==> config.mk <==
export PLATFORM = sky130hd
export DESIGN_NAME = sgt_cell
export DESIGN_NICKNAME = d
export VERILOG_FILES = /design/src/rtl/core/sgt_pkg.sv /design/src/rtl/core/sgt_cell.sv
export SDC_FILE = /design/constraint.sdc
export NUM_CORES = 1
export LEC_CHECK = 0
export BUFFER_PORTS_ARGS = -buffer_cell sky130_fd_sc_hd__buf_2
export CAP_MARGIN = 20
export CORE_AREA = 2 2 86 88
export CTS_CLUSTER_SIZE = 8
export DETAILED_ROUTE_END_ITERATION = 12
export DIE_AREA = 0 0 88 90
export PLACE_DENSITY = 0.79
export SETUP_SLACK_MARGIN = 0.15
export SYNTH_ARGS = -nofsm -noshare
export SYNTH_HDL_FRONTEND = slang
export SYNTH_SLANG_ARGS = --single-unit
==> constraint.sdc <==
create_clock -name clk_i -period 4.2 [get_ports clk_i]
set_clock_uncertainty 0.05 [all_clocks]
set_input_delay 0.84 -clock clk_i [delete_from_list [all_inputs] [get_ports clk_i]]
set_output_delay 0.84 -clock clk_i [all_outputs]
set_load 0.03 [all_outputs]
==> src/rtl/core/sgt_pkg.sv <==
// Shared types and constants of the segment gather table.
package sgt_pkg;

  typedef struct packed {
    logic [1:0]  src;
    logic [15:0] off;
    logic [15:0] len;
  } desc_t;

  typedef enum logic [1:0] {
    CELL_HOLD,
    CELL_ROT,
    CELL_INS,
    CELL_MERGE
  } cell_op_e;

  typedef struct packed {
    cell_op_e    op;
    desc_t       wdata;
    logic [15:0] addlen;
  } cell_ctrl_t;

  localparam logic [2:0] MODE_CLEAR  = 3'd0;
  localparam logic [2:0] MODE_APPEND = 3'd1;
  localparam logic [2:0] MODE_ENC    = 3'd2;
  localparam logic [2:0] MODE_INSERT = 3'd3;
  localparam logic [2:0] MODE_READ   = 3'd4;

  localparam logic [2:0] ST_OK        = 3'd0;
  localparam logic [2:0] ST_RANGE     = 3'd1;
  localparam logic [2:0] ST_TABLE     = 3'd2;
  localparam logic [2:0] ST_ENC_FULL  = 3'd3;
  localparam logic [2:0] ST_BAD_INDEX = 3'd4;

  localparam logic [1:0] SRC_ENCODED = 2'd0;

  localparam logic [15:0] DER_SHORT_LIMIT = 16'h0080;
  localparam logic [15:0] DER_ONE_BYTE_MAX = 16'h00FF;
  localparam logic [7:0]  DER_LEN_81 = 8'h81;
  localparam logic [7:0]  DER_LEN_82 = 8'h82;

endpackage

==> src/rtl/core/sgt_cell.sv <==
// One descriptor cell of the segment table ring.
module sgt_cell #(
  parameter int CW = 6
) (
  input  logic               clk_i,
  input  logic [CW-1:0]      my_idx_i,
  input  logic [CW-1:0]      idx_i,
  input  logic [CW-1:0]      count_i,
  input  sgt_pkg::cell_ctrl_t ctrl_i,
  input  sgt_pkg::desc_t     next_i,
  input  sgt_pkg::desc_t     prev_i,
  output sgt_pkg::desc_t     desc_o
);
  import sgt_pkg::*;

  desc_t desc_q, desc_d;

  always_comb begin
    desc_d = desc_q;
    case (ctrl_i.op)
      CELL_ROT: desc_d = next_i;
      CELL_INS: begin
        if (my_idx_i == idx_i) begin
          desc_d = ctrl_i.wdata;
        end else if (my_idx_i > idx_i && my_idx_i <= count_i) begin
          desc_d = prev_i;
        end
      end
      CELL_MERGE: begin
        if (my_idx_i == idx_i) desc_d.len = desc_q.len + ctrl_i.addlen;
      end
      default: desc_d = desc_q;
    endcase
  end

  always_ff @(posedge clk_i) begin
    desc_q <= desc_d;
  end

  assign desc_o = desc_q;

endmodule

* Word-level counts from Yosys, hierarchy flattened *
Cells that the tools add are included.
W data, S select, Z words.

cells by class
  add/subtract/negate cells = 1
  magnitude comparators = 2
  equal/unequal tests = 6
  multiplexer cells = 5
  reduce and logical (&&, ||, !) cells = 5

operators by type and width
  operator              number
  $mux W34              2
  $pmux W16 S3          1
  $pmux W18 S2          1
  $add A16 B16 Y16      1
  $mux W16              1
  $eq A6 B6 Y1          1
  $gt A6 B6 Y1          1
  $le A6 B6 Y1          1
  $eq A2 B2 Y1 const B  2
  $ne A3 B3 Y1 const B  1
  $reduce_and A3 Y1     1
  $reduce_bool A3 Y1    1
  $eq A2 B1 Y1 const B  1
  $ne A2 B2 Y1 const B  1
  $reduce_and A2 Y1     1
  $reduce_bool A2 Y1    1
  $logic_and A1 B1 Y1   1

storage, ports and cells
  register bits = 34
  input bits = 139
  output and inout bits = 34
  word-level logic and storage cells = 22

* Longest topological paths before layout *
Gate-level depths: netlist of the first run.

  word-level depth = 5
  mapped depth = 9
  depth with buffers taken out = 8

* Worst setup path after synthesis of the first run *
Ideal clock, no wire load.

  kind = input port to flip-flop
  from = input idx_i[5]
  to = register desc_q (netlist bit desc_o[16]), enable pin
  setup time = 0.393 ns
  arrival time = 2.805 ns
  required time = 3.757 ns
  path slack = 0.953 ns
  cell stages on the path = 9
  path buffers = 2
  cell sequence = inv_1 > ha_1 > and4_4 > nand3_4 > buf_6 > buf_2 > nand2_1 > o22ai_1 > nor2_1

between the ends
  word-level cells in the longest chain between the ends = 4
  elaborated cells on any way between the ends = 5
  classes of those cells = order compare (1); eq/ne (2); reduce/logical (2)

RTL lines
  item                                    RTL line        text
  start, declared                         sgt_cell.sv:7   input logic [CW-1:0] idx_i,
  $gt A6 B6 Y1                            sgt_cell.sv:25  end else if (my_idx_i > idx_i && my_idx_i <= count_i) begin
  $logic_and A1 B1 Y1                     sgt_cell.sv:25
  $ne A3 B3 Y1 (no source line) (*)       n/a
  $reduce_and A2 Y1 (no source line) (*)  n/a
  end signal, assigned                    sgt_cell.sv:37  desc_q <= desc_d;
  end, declared                           sgt_cell.sv:16  desc_t desc_q, desc_d;

Mark *: on every way between the ends. The rest lies on a longest branch, timed or not.
A chain may end at the register's enable or synchronous reset.

==> results.md, run 1 <==
* Post-place setup slack at between 1 and 1.5 ns
* Synth top area share at 0.324
* Post-synthesis area per instance at approximately 8.9 um2
* Synth Instances at roughly 360
* Crit path arrival time at around 2.7 ns
* PortBufs at 172
* Max cap viols at 0
* Initial Util at 0.449
* Setup_tns at 0 ns
* Vias per inst at 5.29
* FMAX at 366 MHz
* DR iter-0 viols at 144
* CTS tree: done
* Post-CTS Setup Bufs at 0
* Synth Net Count at roughly 530
* Pwr dens at 320 nW/um2
* Total Routing Usage GR at 0.224
* Biggest cell delay along the critical path at around 0.43 ns
* Layout cell share with drive strength beyond 1 at 0.409
* Crit path time final at between 2 and 3 ns
* Max reg flops at 34
* Clock network power share at 0.277
* First-pass GRT wire length at 14.2 mm
* Die Y at 90 um
* Post-Route WL at ~8.9 mm
* Slowest-stage cell, CP: mux2_2
* CORE AREA at between 7000 and 8000 um2
* Number of diodes at 0
* Flops & latches, synth at 34
* Synth area leader: edfxtp_1
* Hold Buf Count CTS at 0
* Tcrit/Tclk final at 0.651
* CTS root buf: clkbuf_8
* Count of final setup violators at 0
* H-tree Lvls at 2
* Initial antenna violation count at 0
* CP max FO at 36
* Finished Core Util at 0.600
* Max Root-Sink Buffers at 2
* Synth area leaders: edfxtp_1 32%, ha_1 12%, nand2_1 7.6%
* Register share of total power at 0.337
* Post-synthesis sequential area ratio at 0.324
* Commonest cells in the netlist: 64 x nand2_1, 34 x edfxtp_1, 31 x nor2_1
* Vias in the first global route at roughly 3200
* Average wire per standard cell at about 14 um
* Slew HR at 0.534
* CTS buffer count at 5
* PnR worst setup slack at around 1.5 ns
* Crit start category: input pin
* Leakage at around 0.0020 uW
* # placed instances at 614
* Hold WC Path Type: reg -> reg
* Full die area at between 7000 and 8000 um2
* Hpwl dp at ~7 mm
* Async set-reset flop share out of synthesis at 0
* Worst-skew pair later-pin latency at 0.29 ns
* Slew Viols, Final at 0
* Ys flop type: edfxtp_1
* Top-count cell post-synth: nand2_1
* Reg clk slew, reported paths at 0.08 ns
* Critical Path RT at around 4.2 ns
* Endpoints failing hold at 0
* Largest net degree at the start of global routing at 43
* Gpl congestion at about 0.88
* Peak supply drop at roughly 0.00014 V
* Element type at the critical path end: flop
* Net Sw Power at 472 uW
* Sink Count at 34
* Synth unique cells at 60
* Antenna Nets Post-Route at 0
* Worst Setup Path Type: in -> reg
* YS warnings at 0
* Final #Nets at just under 700
* Synthesized area at roughly 3200 um2
* Grt total ovfl at 0
* Std cell rows at 31
* P&R area growth vs syn at 33.6%
* EDFF count, synth at 34
* Finished Layout Cells at 622
* PostCTS Resize Cnt at 0
* Logic pwr share at 0.386
* Switch share at 0.350
* RSZ-0062 raised after global routing: false
* Status: finished, final reports clean
* Internal at ~900 uW
* Crit-path cells: buf_2 > ha_1 > and4_4 > nand3_4 > mux2_2 > a222oi_1 > nand3_1
* Die X at 88 um
* Via count at around 3300
* DRC at 0
* Num ports at between 150 and 200
* First drt pass iteration count at 4
* Worst-margin pin slew at 0.699 ns
## power by group through the flow
| stage | Clock (uW) | Sequential, uW | Combinational [uW] |
|---|---|---|---|
| floorplan | 0 | 556 | 251 |
| global placement | 0 | 460 | 504 |
| detailed placement | 0 | 462 | 516 |
| CTS | 378 | 455 | 518 |
| global route | 392 | 460 | 566 |
| finish | 373 | 454 | 519 |
## placed cells by master, fill, tap and decap left out, drive strengths merged, types with 17 or more instances in the layout
cell    Yosys  final
buf         9    177
nand2      64     64
edfxtp     34     34
nor2       32     32
ha         29     29
inv        20     20
a31oi      20     20
nand3      18     18
o21ai      17     17
## per-layer routing
layer | wire length, um | GRT usage | up-vias
li1 | - | - | 1651
met1 | 3540 | 0.260 | 1459
met2 | 4600 | 0.412 | 159
met3 | 643 | 0.0459 | 20
met4 | 167 | 0.0513 | 0
met5 | 0 | 0 | -
## worst max-delay path: cells and delay by family
family / cells / cell delay (ns)
compound gates: 1 / 0.26
mux: 1 / 0.43
fa+ha+maj: 1 / 0.31
buf+inv: 1 / 0.11
simple gates: 3 / 0.76
## through the flow
stage	hold WS [ns]	power [uW]	area [um2]
5_1_grt	0.747	1420	4210
2_1_floorplan	0.847	807	3150
4_1_cts	0.702	1350	4210
3_3_place_gp	0.672	964	4070
3_5_place_dp	0.683	978	4070
6_report	0.710	1350	4210
## worst paths after layout
check / start / to / cells past startpoint / slack (ns)
max: my_idx_i[5] / desc_o[13] / 7 / 1.47
min reg2reg: desc_o[0] / desc_o[0] / 2 / 0.71
min: desc_o[0] / desc_o[0] / 2 / 0.71
max reg2reg: desc_o[11] / desc_o[14] / 6 / 1.91
## area by class of cell
type,count,area (um2)
Fill cell,630,2810
Multi-Input combinational cell,284,1950
Sequential cell,34,1020
Timing Repair Buffer,177,898
Tap cell,99,124
Inverter,20,75.1
Clock buffer,5,68.8
Clock inverter,3,68.8
## kinds of logic after synthesis
family / Yosys count / synth area share
AND/OR/NAND/NOR: 134 / 0.191
multiplexers: 14 / 0.0544
buffers and inverters: 38 / 0.0568
adder cells (fa/ha/maj): 30 / 0.121
flip-flops: 34 / 0.324
AO/OA/AOI/OAI: 99 / 0.233
XOR/XNOR: 7 / 0.0195
Note: power is estimated with default switching activity, not from simulation.
==> run 2: changes to the inputs <==
--- a/config.mk
+++ b/config.mk
@@ -7,11 +7,11 @@
 export LEC_CHECK = 0
 export BUFFER_PORTS_ARGS = -buffer_cell sky130_fd_sc_hd__buf_2
 export CAP_MARGIN = 20
-export CORE_AREA = 2 2 86 88
+export CORE_AREA = 2 2 91 93
 export CTS_CLUSTER_SIZE = 8
 export DETAILED_ROUTE_END_ITERATION = 12
-export DIE_AREA = 0 0 88 90
-export PLACE_DENSITY = 0.79
+export DIE_AREA = 0 0 93 95
+export PLACE_DENSITY = 0.74
 export SETUP_SLACK_MARGIN = 0.15
 export SYNTH_ARGS = -nofsm -noshare
 export SYNTH_HDL_FRONTEND = slang
==> constraint.sdc (replaced) <==
create_clock -name clk_i -period 2.3 [get_ports clk_i]
set_clock_uncertainty 0.05 [all_clocks]
set_input_delay 0.46 -clock clk_i [delete_from_list [all_inputs] [get_ports clk_i]]
set_output_delay 0.46 -clock clk_i [all_outputs]
set_load 0.03 [all_outputs]
==> run 2 against run 1 <==
  * Final area is 11% higher
  * Setup slack lost 1.3 ns
  * Clock-buffer cell count unchanged
  * Clock power increased by 54%
  * Via count grew 6.8%
  * Combinational power grew 110%
  * Hold slack got worse by 0.29 ns
  * First-iteration DRC count is 16% lower
  * Critical path depth increased by 1
  * Critical path type unchanged
  * Critical endpoint is now desc_o[14]
==> results.md, run 2 (same netlist as run 1, synthesis figures left out) <==
* Worst-skew pair later-pin latency at 0.29 ns (about the same)
* Max cap viols at 0 (unchanged)
* Peak supply drop at 0.000257 V (+86%)
* Overall Power at 2510 uW (+87%)
* Worst-margin pin slew at 1.06 ns (+0.358 ns)
* Setup_tns at 0 ns (unchanged)
* Via count at 3514 (+6.8%)
* Vias per inst at 5.35 (+1.1%)
* Endpoints failing hold at 0 (unchanged)
* Count of final setup violators at 0 (unchanged)
* Filler cells at 724 (+15%)
* Max Root-Sink Buffers at 2 (unchanged)
* Leakage at 0.00216 uW (+6.3%)
* Finished Core Util at 0.592 (-0.00786)
* Initial Util at 0.398 (-0.0514)
* Std cell rows at 33 (+6.5%)
* Logic pwr share at 0.442 (+0.056)
* Critical Path RT at 2.28 ns (-1.91 ns)
* PortBufs at 172 (unchanged)
* CP max FO at 5 (-86%)
* First drt pass iteration count at 5 (+1)
* Number of diodes at 0 (unchanged)
* Internal at 1590 uW (+81%)
* Initial antenna violation count at 0 (unchanged)
* CORE AREA at 7930 um2 (+13%)
* Final #Nets at 720 (+4.2%)
* Grt total ovfl at 0 (unchanged)
* Average wire per standard cell at 15.5 um (+7.4%)
* Antenna Nets Post-Route at 0 (unchanged)
* DR iter-0 viols at 121 (-16%)
* Status: finished, final reports clean
* CTS root buf: clkbuf_8
* FMAX at 464 MHz
* DRC at 0 (unchanged)
* Vias in the first global route at 3314 (+3.9%)
* Gpl congestion at 0.931 (+6.3%)
* RSZ-0062 raised after global routing: true
* Slew Viols, Final at 0 (unchanged)
* Net Sw Power at 929 uW (+97%)
* Crit path arrival time at 2.13 ns (-0.59 ns)
* CTS buffer count at 5 (unchanged)
* Switch share at 0.369 (+0.0189)
* Pwr dens at 536 nW/um2 (+68%)
* Total Routing Usage GR at 0.220 (-0.00343)
* Most frequent cells in the layout: 172 x buf_2, 63 x nand2_1, 34 x edfxtp_1, 29 x nor2_1, 28 x buf_4
* H-tree Lvls at 2 (unchanged)
* Crit start category: input pin
* Commonest non-fill, non-tap cell in the layout: buf_2
* Sink Count at 34 (unchanged)
* Tcrit/Tclk final at 0.937
* Num ports at 173 (unchanged)
* Layout cell share with drive strength beyond 1 at 0.493 (+0.0836)
* Element type at the critical path end: flop
* Die X at 93 um (+5.7%)
* Full die area at 8840 um2 (+12%)
* P&R area growth vs syn at 48.9%
* Post-place setup slack at -0.284 ns (-1.45 ns)
* Die Y at 95 um (+5.6%)
* Hold WC Path Type: in -> reg
* Worst Setup Path Type: in -> reg
* Largest net degree at the start of global routing at 56 (+30%)
* First-pass GRT wire length at 15.2 mm (+7.1%)
* Placed cell areas at 4370 um2 (+7.2%)
* Crit path time final at around 2.2 ns
* Clock network power share at 0.228 (-0.049)
* Register share of total power at 0.330 (-0.007)
* Hpwl dp at 7.96 mm (+13%)
* Finished Cell Area at 4690 um2 (+11%)
* Post-Route WL at 10.2 mm (+13%)
* Reg clk slew, reported paths at 0.08 ns (about the same)
* PnR worst setup slack at 0.145 ns (-1.32 ns)
* Slew HR at 0.293 (-0.242)
* Max reg flops at 34 (unchanged)
* CTS tree: done
* Hold Buf Count CTS at 0 (unchanged)
==> run 2: changes by cell type in the layout (fill, tap and decap cells not counted), sizes merged <==
cell	change
nand3	+1
bufinv	-1
buf	+28
clkinvlp	+2
clkinv	-1
==> run 2: final cells by class <==
class	count	area, um2	area share
flip-flops and latches	34	1020	0.218
clock buffers	5	68.8	0.0147
clock inverters	3	45.0	0.00960
multi-input cells	285	2180	0.464
well taps	105	131	0.0280
repair buffers	205	1150	0.246
inverters	20	95.1	0.0203
==> run 2: through the flow <==
step           hold slack, ns  std cells
2_1_floorplan           0.617        356
3_3_place_gp            0.711        639
3_5_place_dp            0.717        639
4_1_cts                 0.404        652
5_1_grt                 0.414        657
6_report                0.415        657
==> run 2: worst paths after layout <==
check	endpoint	slack, ns	startpoint	depth (start not counted)
hold reg to reg	desc_o[0]	0.71	desc_o[0]	2
hold / removal	desc_o[0]	0.42	next_i[0]	2
setup / recovery	desc_o[14]	0.14	my_idx_i[3]	8
setup reg to reg	desc_o[14]	0.15	desc_o[0]	8
==> run 2: per-layer routing <==
layer / global-route usage / vias up / share of wire
met5: 0 / - / 0
met4: 0.0588 / 0 / 0.011
met3: 0.0503 / 10 / 0.086
met2: 0.409 / 165 / 0.52
met1: 0.255 / 1618 / 0.39
li1: - / 1721 / -
==> run 2: power by group through the flow <==
stage | clock (uW) | combinational [uW] | sequential, uW
after floorplan | 0 | 487 | 1010
after global placement | 0 | 1010 | 840
final | 573 | 1110 | 829
after global routing | 603 | 1210 | 838
after CTS | 580 | 1050 | 828
after detailed placement | 0 | 1020 | 842
==> run 2: timing repair <==
item                                    4_1_cts  5_1_grt
pin swaps                                     3       10
gates cloned                                  0        1
gates resized for setup                       1       27
endpoints found under the setup margin       38       36
buffers inserted                              5        4
==> run 2: worst max-delay path, cell delays in order <==
cell and delay, ns:
buf_2 0.11, buf_6 0.11, ha_4 0.26, and4_4 0.25, nand3_4 0.14, mux2_4 0.35
a221oi_4 0.29, o311ai_4 0.15
==> run 3: changes to the inputs <==
--- a/config.mk
+++ b/config.mk
@@ -12,7 +12,9 @@
 export DETAILED_ROUTE_END_ITERATION = 12
 export DIE_AREA = 0 0 93 95
 export PLACE_DENSITY = 0.74
+export RECOVER_POWER = 25
 export SETUP_SLACK_MARGIN = 0.15
 export SYNTH_ARGS = -nofsm -noshare
 export SYNTH_HDL_FRONTEND = slang
 export SYNTH_SLANG_ARGS = --single-unit
+export TNS_END_PERCENT = 20
==> run 3 against run 2 <==
  * Clock power is 2% lower
  * Sequential power hardly changed
  * Total power is 0.31% higher
  * Setup slack worse by 0.042 ns
  * Die area stayed put
  * Critical path depth is 3 higher
  * Maximum frequency is 1.9% lower
  * Combinational power hardly changed
  * Sequential cell count stayed put
  * Final area is 0.72% higher
  * Largest cell class unchanged
  * Highest routed layer unchanged
==> results.md, run 3 (same netlist as run 1, synthesis figures left out) <==
* Total Routing Usage GR at 0.231 (+0.0109)
* Switch share at 0.368 (-0.00138)
* Slew Viols, Final at 0 (unchanged)
* Net Sw Power at 928 uW (about the same)
* Finished Core Util at 0.596 (+0.00426)
* Clock network power share at 0.222 (-0.006)
* Busiest grt layer: met2
* Grt total ovfl at 0 (unchanged)
* Gpl congestion at 0.864 (-7.2%)
* Worst path most repeated cell: buf_6
* Biggest cell delay along the critical path at 0.38 ns (+0.03 ns)
* Register share of total power at 0.329 (about the same)
* Average wire per standard cell at 15.9 um (+2.8%)
* Via count at 3535 (+0.60%)
* Slew HR at 0.523 (+0.230)
* Count of final setup violators at 0 (unchanged)
* Largest net degree at the start of global routing at 22 (-61%)
* CTS root buf: clkbuf_8
* Commonest non-fill, non-tap cell in the layout: buf_2
* DR iter-0 viols at 106 (-12%)
* Die X at 93 um (unchanged)
* Full die area at 8840 um2 (unchanged)
* Std cell rows at 33 (unchanged)
* RSZ-0062 raised after global routing: true
* Max cap viols at 0 (unchanged)
* First drt pass iteration count at 4 (-1)
* Leakage at 0.00213 uW (-1.2%)
* Worst-margin pin slew at 0.713 ns (-0.344 ns)
* CTS buffer count at 5 (unchanged)
* Worst-skew pair later-pin latency at 0.28 ns (about the same)
* Crit path arrival time at 2.20 ns (+0.07 ns)
* Status: finished, final reports clean
* GR Layer Usage met2 at 0.438 (+0.0290)
* Crit path buffers/inverters at 5 (+3)
* Logic pwr share at 0.449 (+0.007)
* Crit start category: input pin
* PnR worst setup slack at 0.103 ns (-0.0421 ns)
* H-tree Lvls at 2 (unchanged)
* CORE AREA at 7930 um2 (unchanged)
* Pwr dens at 534 nW/um2 (-0.41%)
* Met3 Use GR at 0.0623 (+0.0120)
* Tcrit/Tclk final at 0.955 (+0.0183)
* Die Y at 95 um (unchanged)
* Worst Setup Path Type: in -> reg
* FMAX at 455 MHz (-1.9%)
* Max reg flops at 34 (unchanged)
* CTS tree: done
* Final #Nets at 726 (+0.83%)
* Vias in the first global route at 3486 (+5.2%)
* DRC at 0 (unchanged)
* Number of diodes at 0 (unchanged)
* Max Root-Sink Buffers at 2 (unchanged)
* Hpwl dp at 8.34 mm (+4.7%)
* Sink Count at 34 (unchanged)
* Hold WC Path Type: in -> reg
* Endpoints failing hold at 0 (unchanged)
* Internal at 1590 uW (+0.53%)
* Element type at the critical path end: flop
* Vias per inst at 5.33 (-0.31%)
* Crit-path cells: buf_8 > buf_6 > ha_4 > buf_6 > a21o_1 > a21o_1 > a221o_2 > o22ai_4 > buf_6 > nor2_4 > buf_12
* Initial Util at 0.398 (unchanged)
* Hold Buf Count CTS at 0 (unchanged)
* PortBufs at 172 (unchanged)
* CP max FO at 8 (+3)
* Layout cell share with drive strength beyond 1 at 0.448 (-0.0447)
* Antenna Nets Post-Route at 0 (unchanged)
* Post-place setup slack at -0.362 ns (-0.0783 ns)
* Post-Route WL at 10.5 mm (+3.8%)
* Peak supply drop at 0.000340 V (+32%)
* Num ports at 173 (unchanged)
* Initial antenna violation count at 0 (unchanged)
* Critical Path RT at 2.30 ns (+0.02 ns)
* Reg clk slew, reported paths at 0.07 ns (about the same)
* Met1 usage at 0.250 (-0.00434)
* Crit path time final at 2.20 ns (+0.0421 ns)
* Most frequent cells in the layout: 146 x buf_2, 63 x nand2_1, 34 x edfxtp_1, 30 x buf_4, 29 x nor2_1
* Slowest-stage cell, CP: a221o_2
* P&R area growth vs syn at 49.9%
* First-pass GRT wire length at 16.1 mm (+6.0%)
* CP top delay family: compound AO/OA/AOI/OAI gates
## run 3: changes by cell type in the layout (fill, tap and decap cells not counted), moves of 2 or more
cell / delta
ha_1: +2
buf_2: -26
o21ba_4: -2
buf_6: +2
buf_4: +2
clkbuf_1: +25
o21ba_2: +2
buf_16: +2
## run 3: power by group through the flow
stage	clock network [uW]	registers (uW)	logic, uW
finish	560	830	1130
global route	590	841	1230
CTS	568	831	1110
detailed placement	0	844	1030
global placement	0	841	1010
floorplan	0	1010	486
## run 3: stage by stage
| step | instances | area (um2) | total power, uW | setup TNS, ns | hold slack, ns |
|---|---|---|---|---|---|
| floorplan | 356 | 3280 | 1500 | -0.0253 | 0.617 |
| global placement | 643 | 4390 | 1860 | -10.43 | 0.684 |
| detailed placement | 643 | 4390 | 1880 | -13.97 | 0.688 |
| CTS | 658 | 4670 | 2510 | 0 | 0.423 |
| global route | 663 | 4730 | 2670 | 0 | 0.432 |
| finish | 663 | 4730 | 2520 | 0 | 0.433 |
## run 3: repair_timing
item                       in CTS  in global routing
buffers inserted                5                  4
setup endpoints to repair      40                 49
pin swaps                       9                  4
resized for setup              11                 17
cloned                          2                  1
## run 3: worst paths after layout
kind	from	to	slack, ns	cells after the start
worst min-delay path	next_i[1]	desc_o[1]	0.43	2
worst min register to register	desc_o[0]	desc_o[0]	0.72	2
worst max register to register	desc_o[4]	desc_o[13]	0.17	5
worst max-delay path	my_idx_i[3]	desc_o[1]	0.10	11
## run 3: layout make-up
cell class,count,area [um2]
clock buffers,5,68.8
clock inverters,3,45.0
fillers,752,3200
inverters,20,95.1
multi-input cells,285,2140
flip-flops and latches,34,1020
well taps,105,131
repair buffers,211,1220
## run 3: routing by layer
metal  routed length, um  part of all wire
met1                3920              0.37
met2                5540              0.53
met3                 827             0.078
met4                 256             0.024
met5                   0                 0
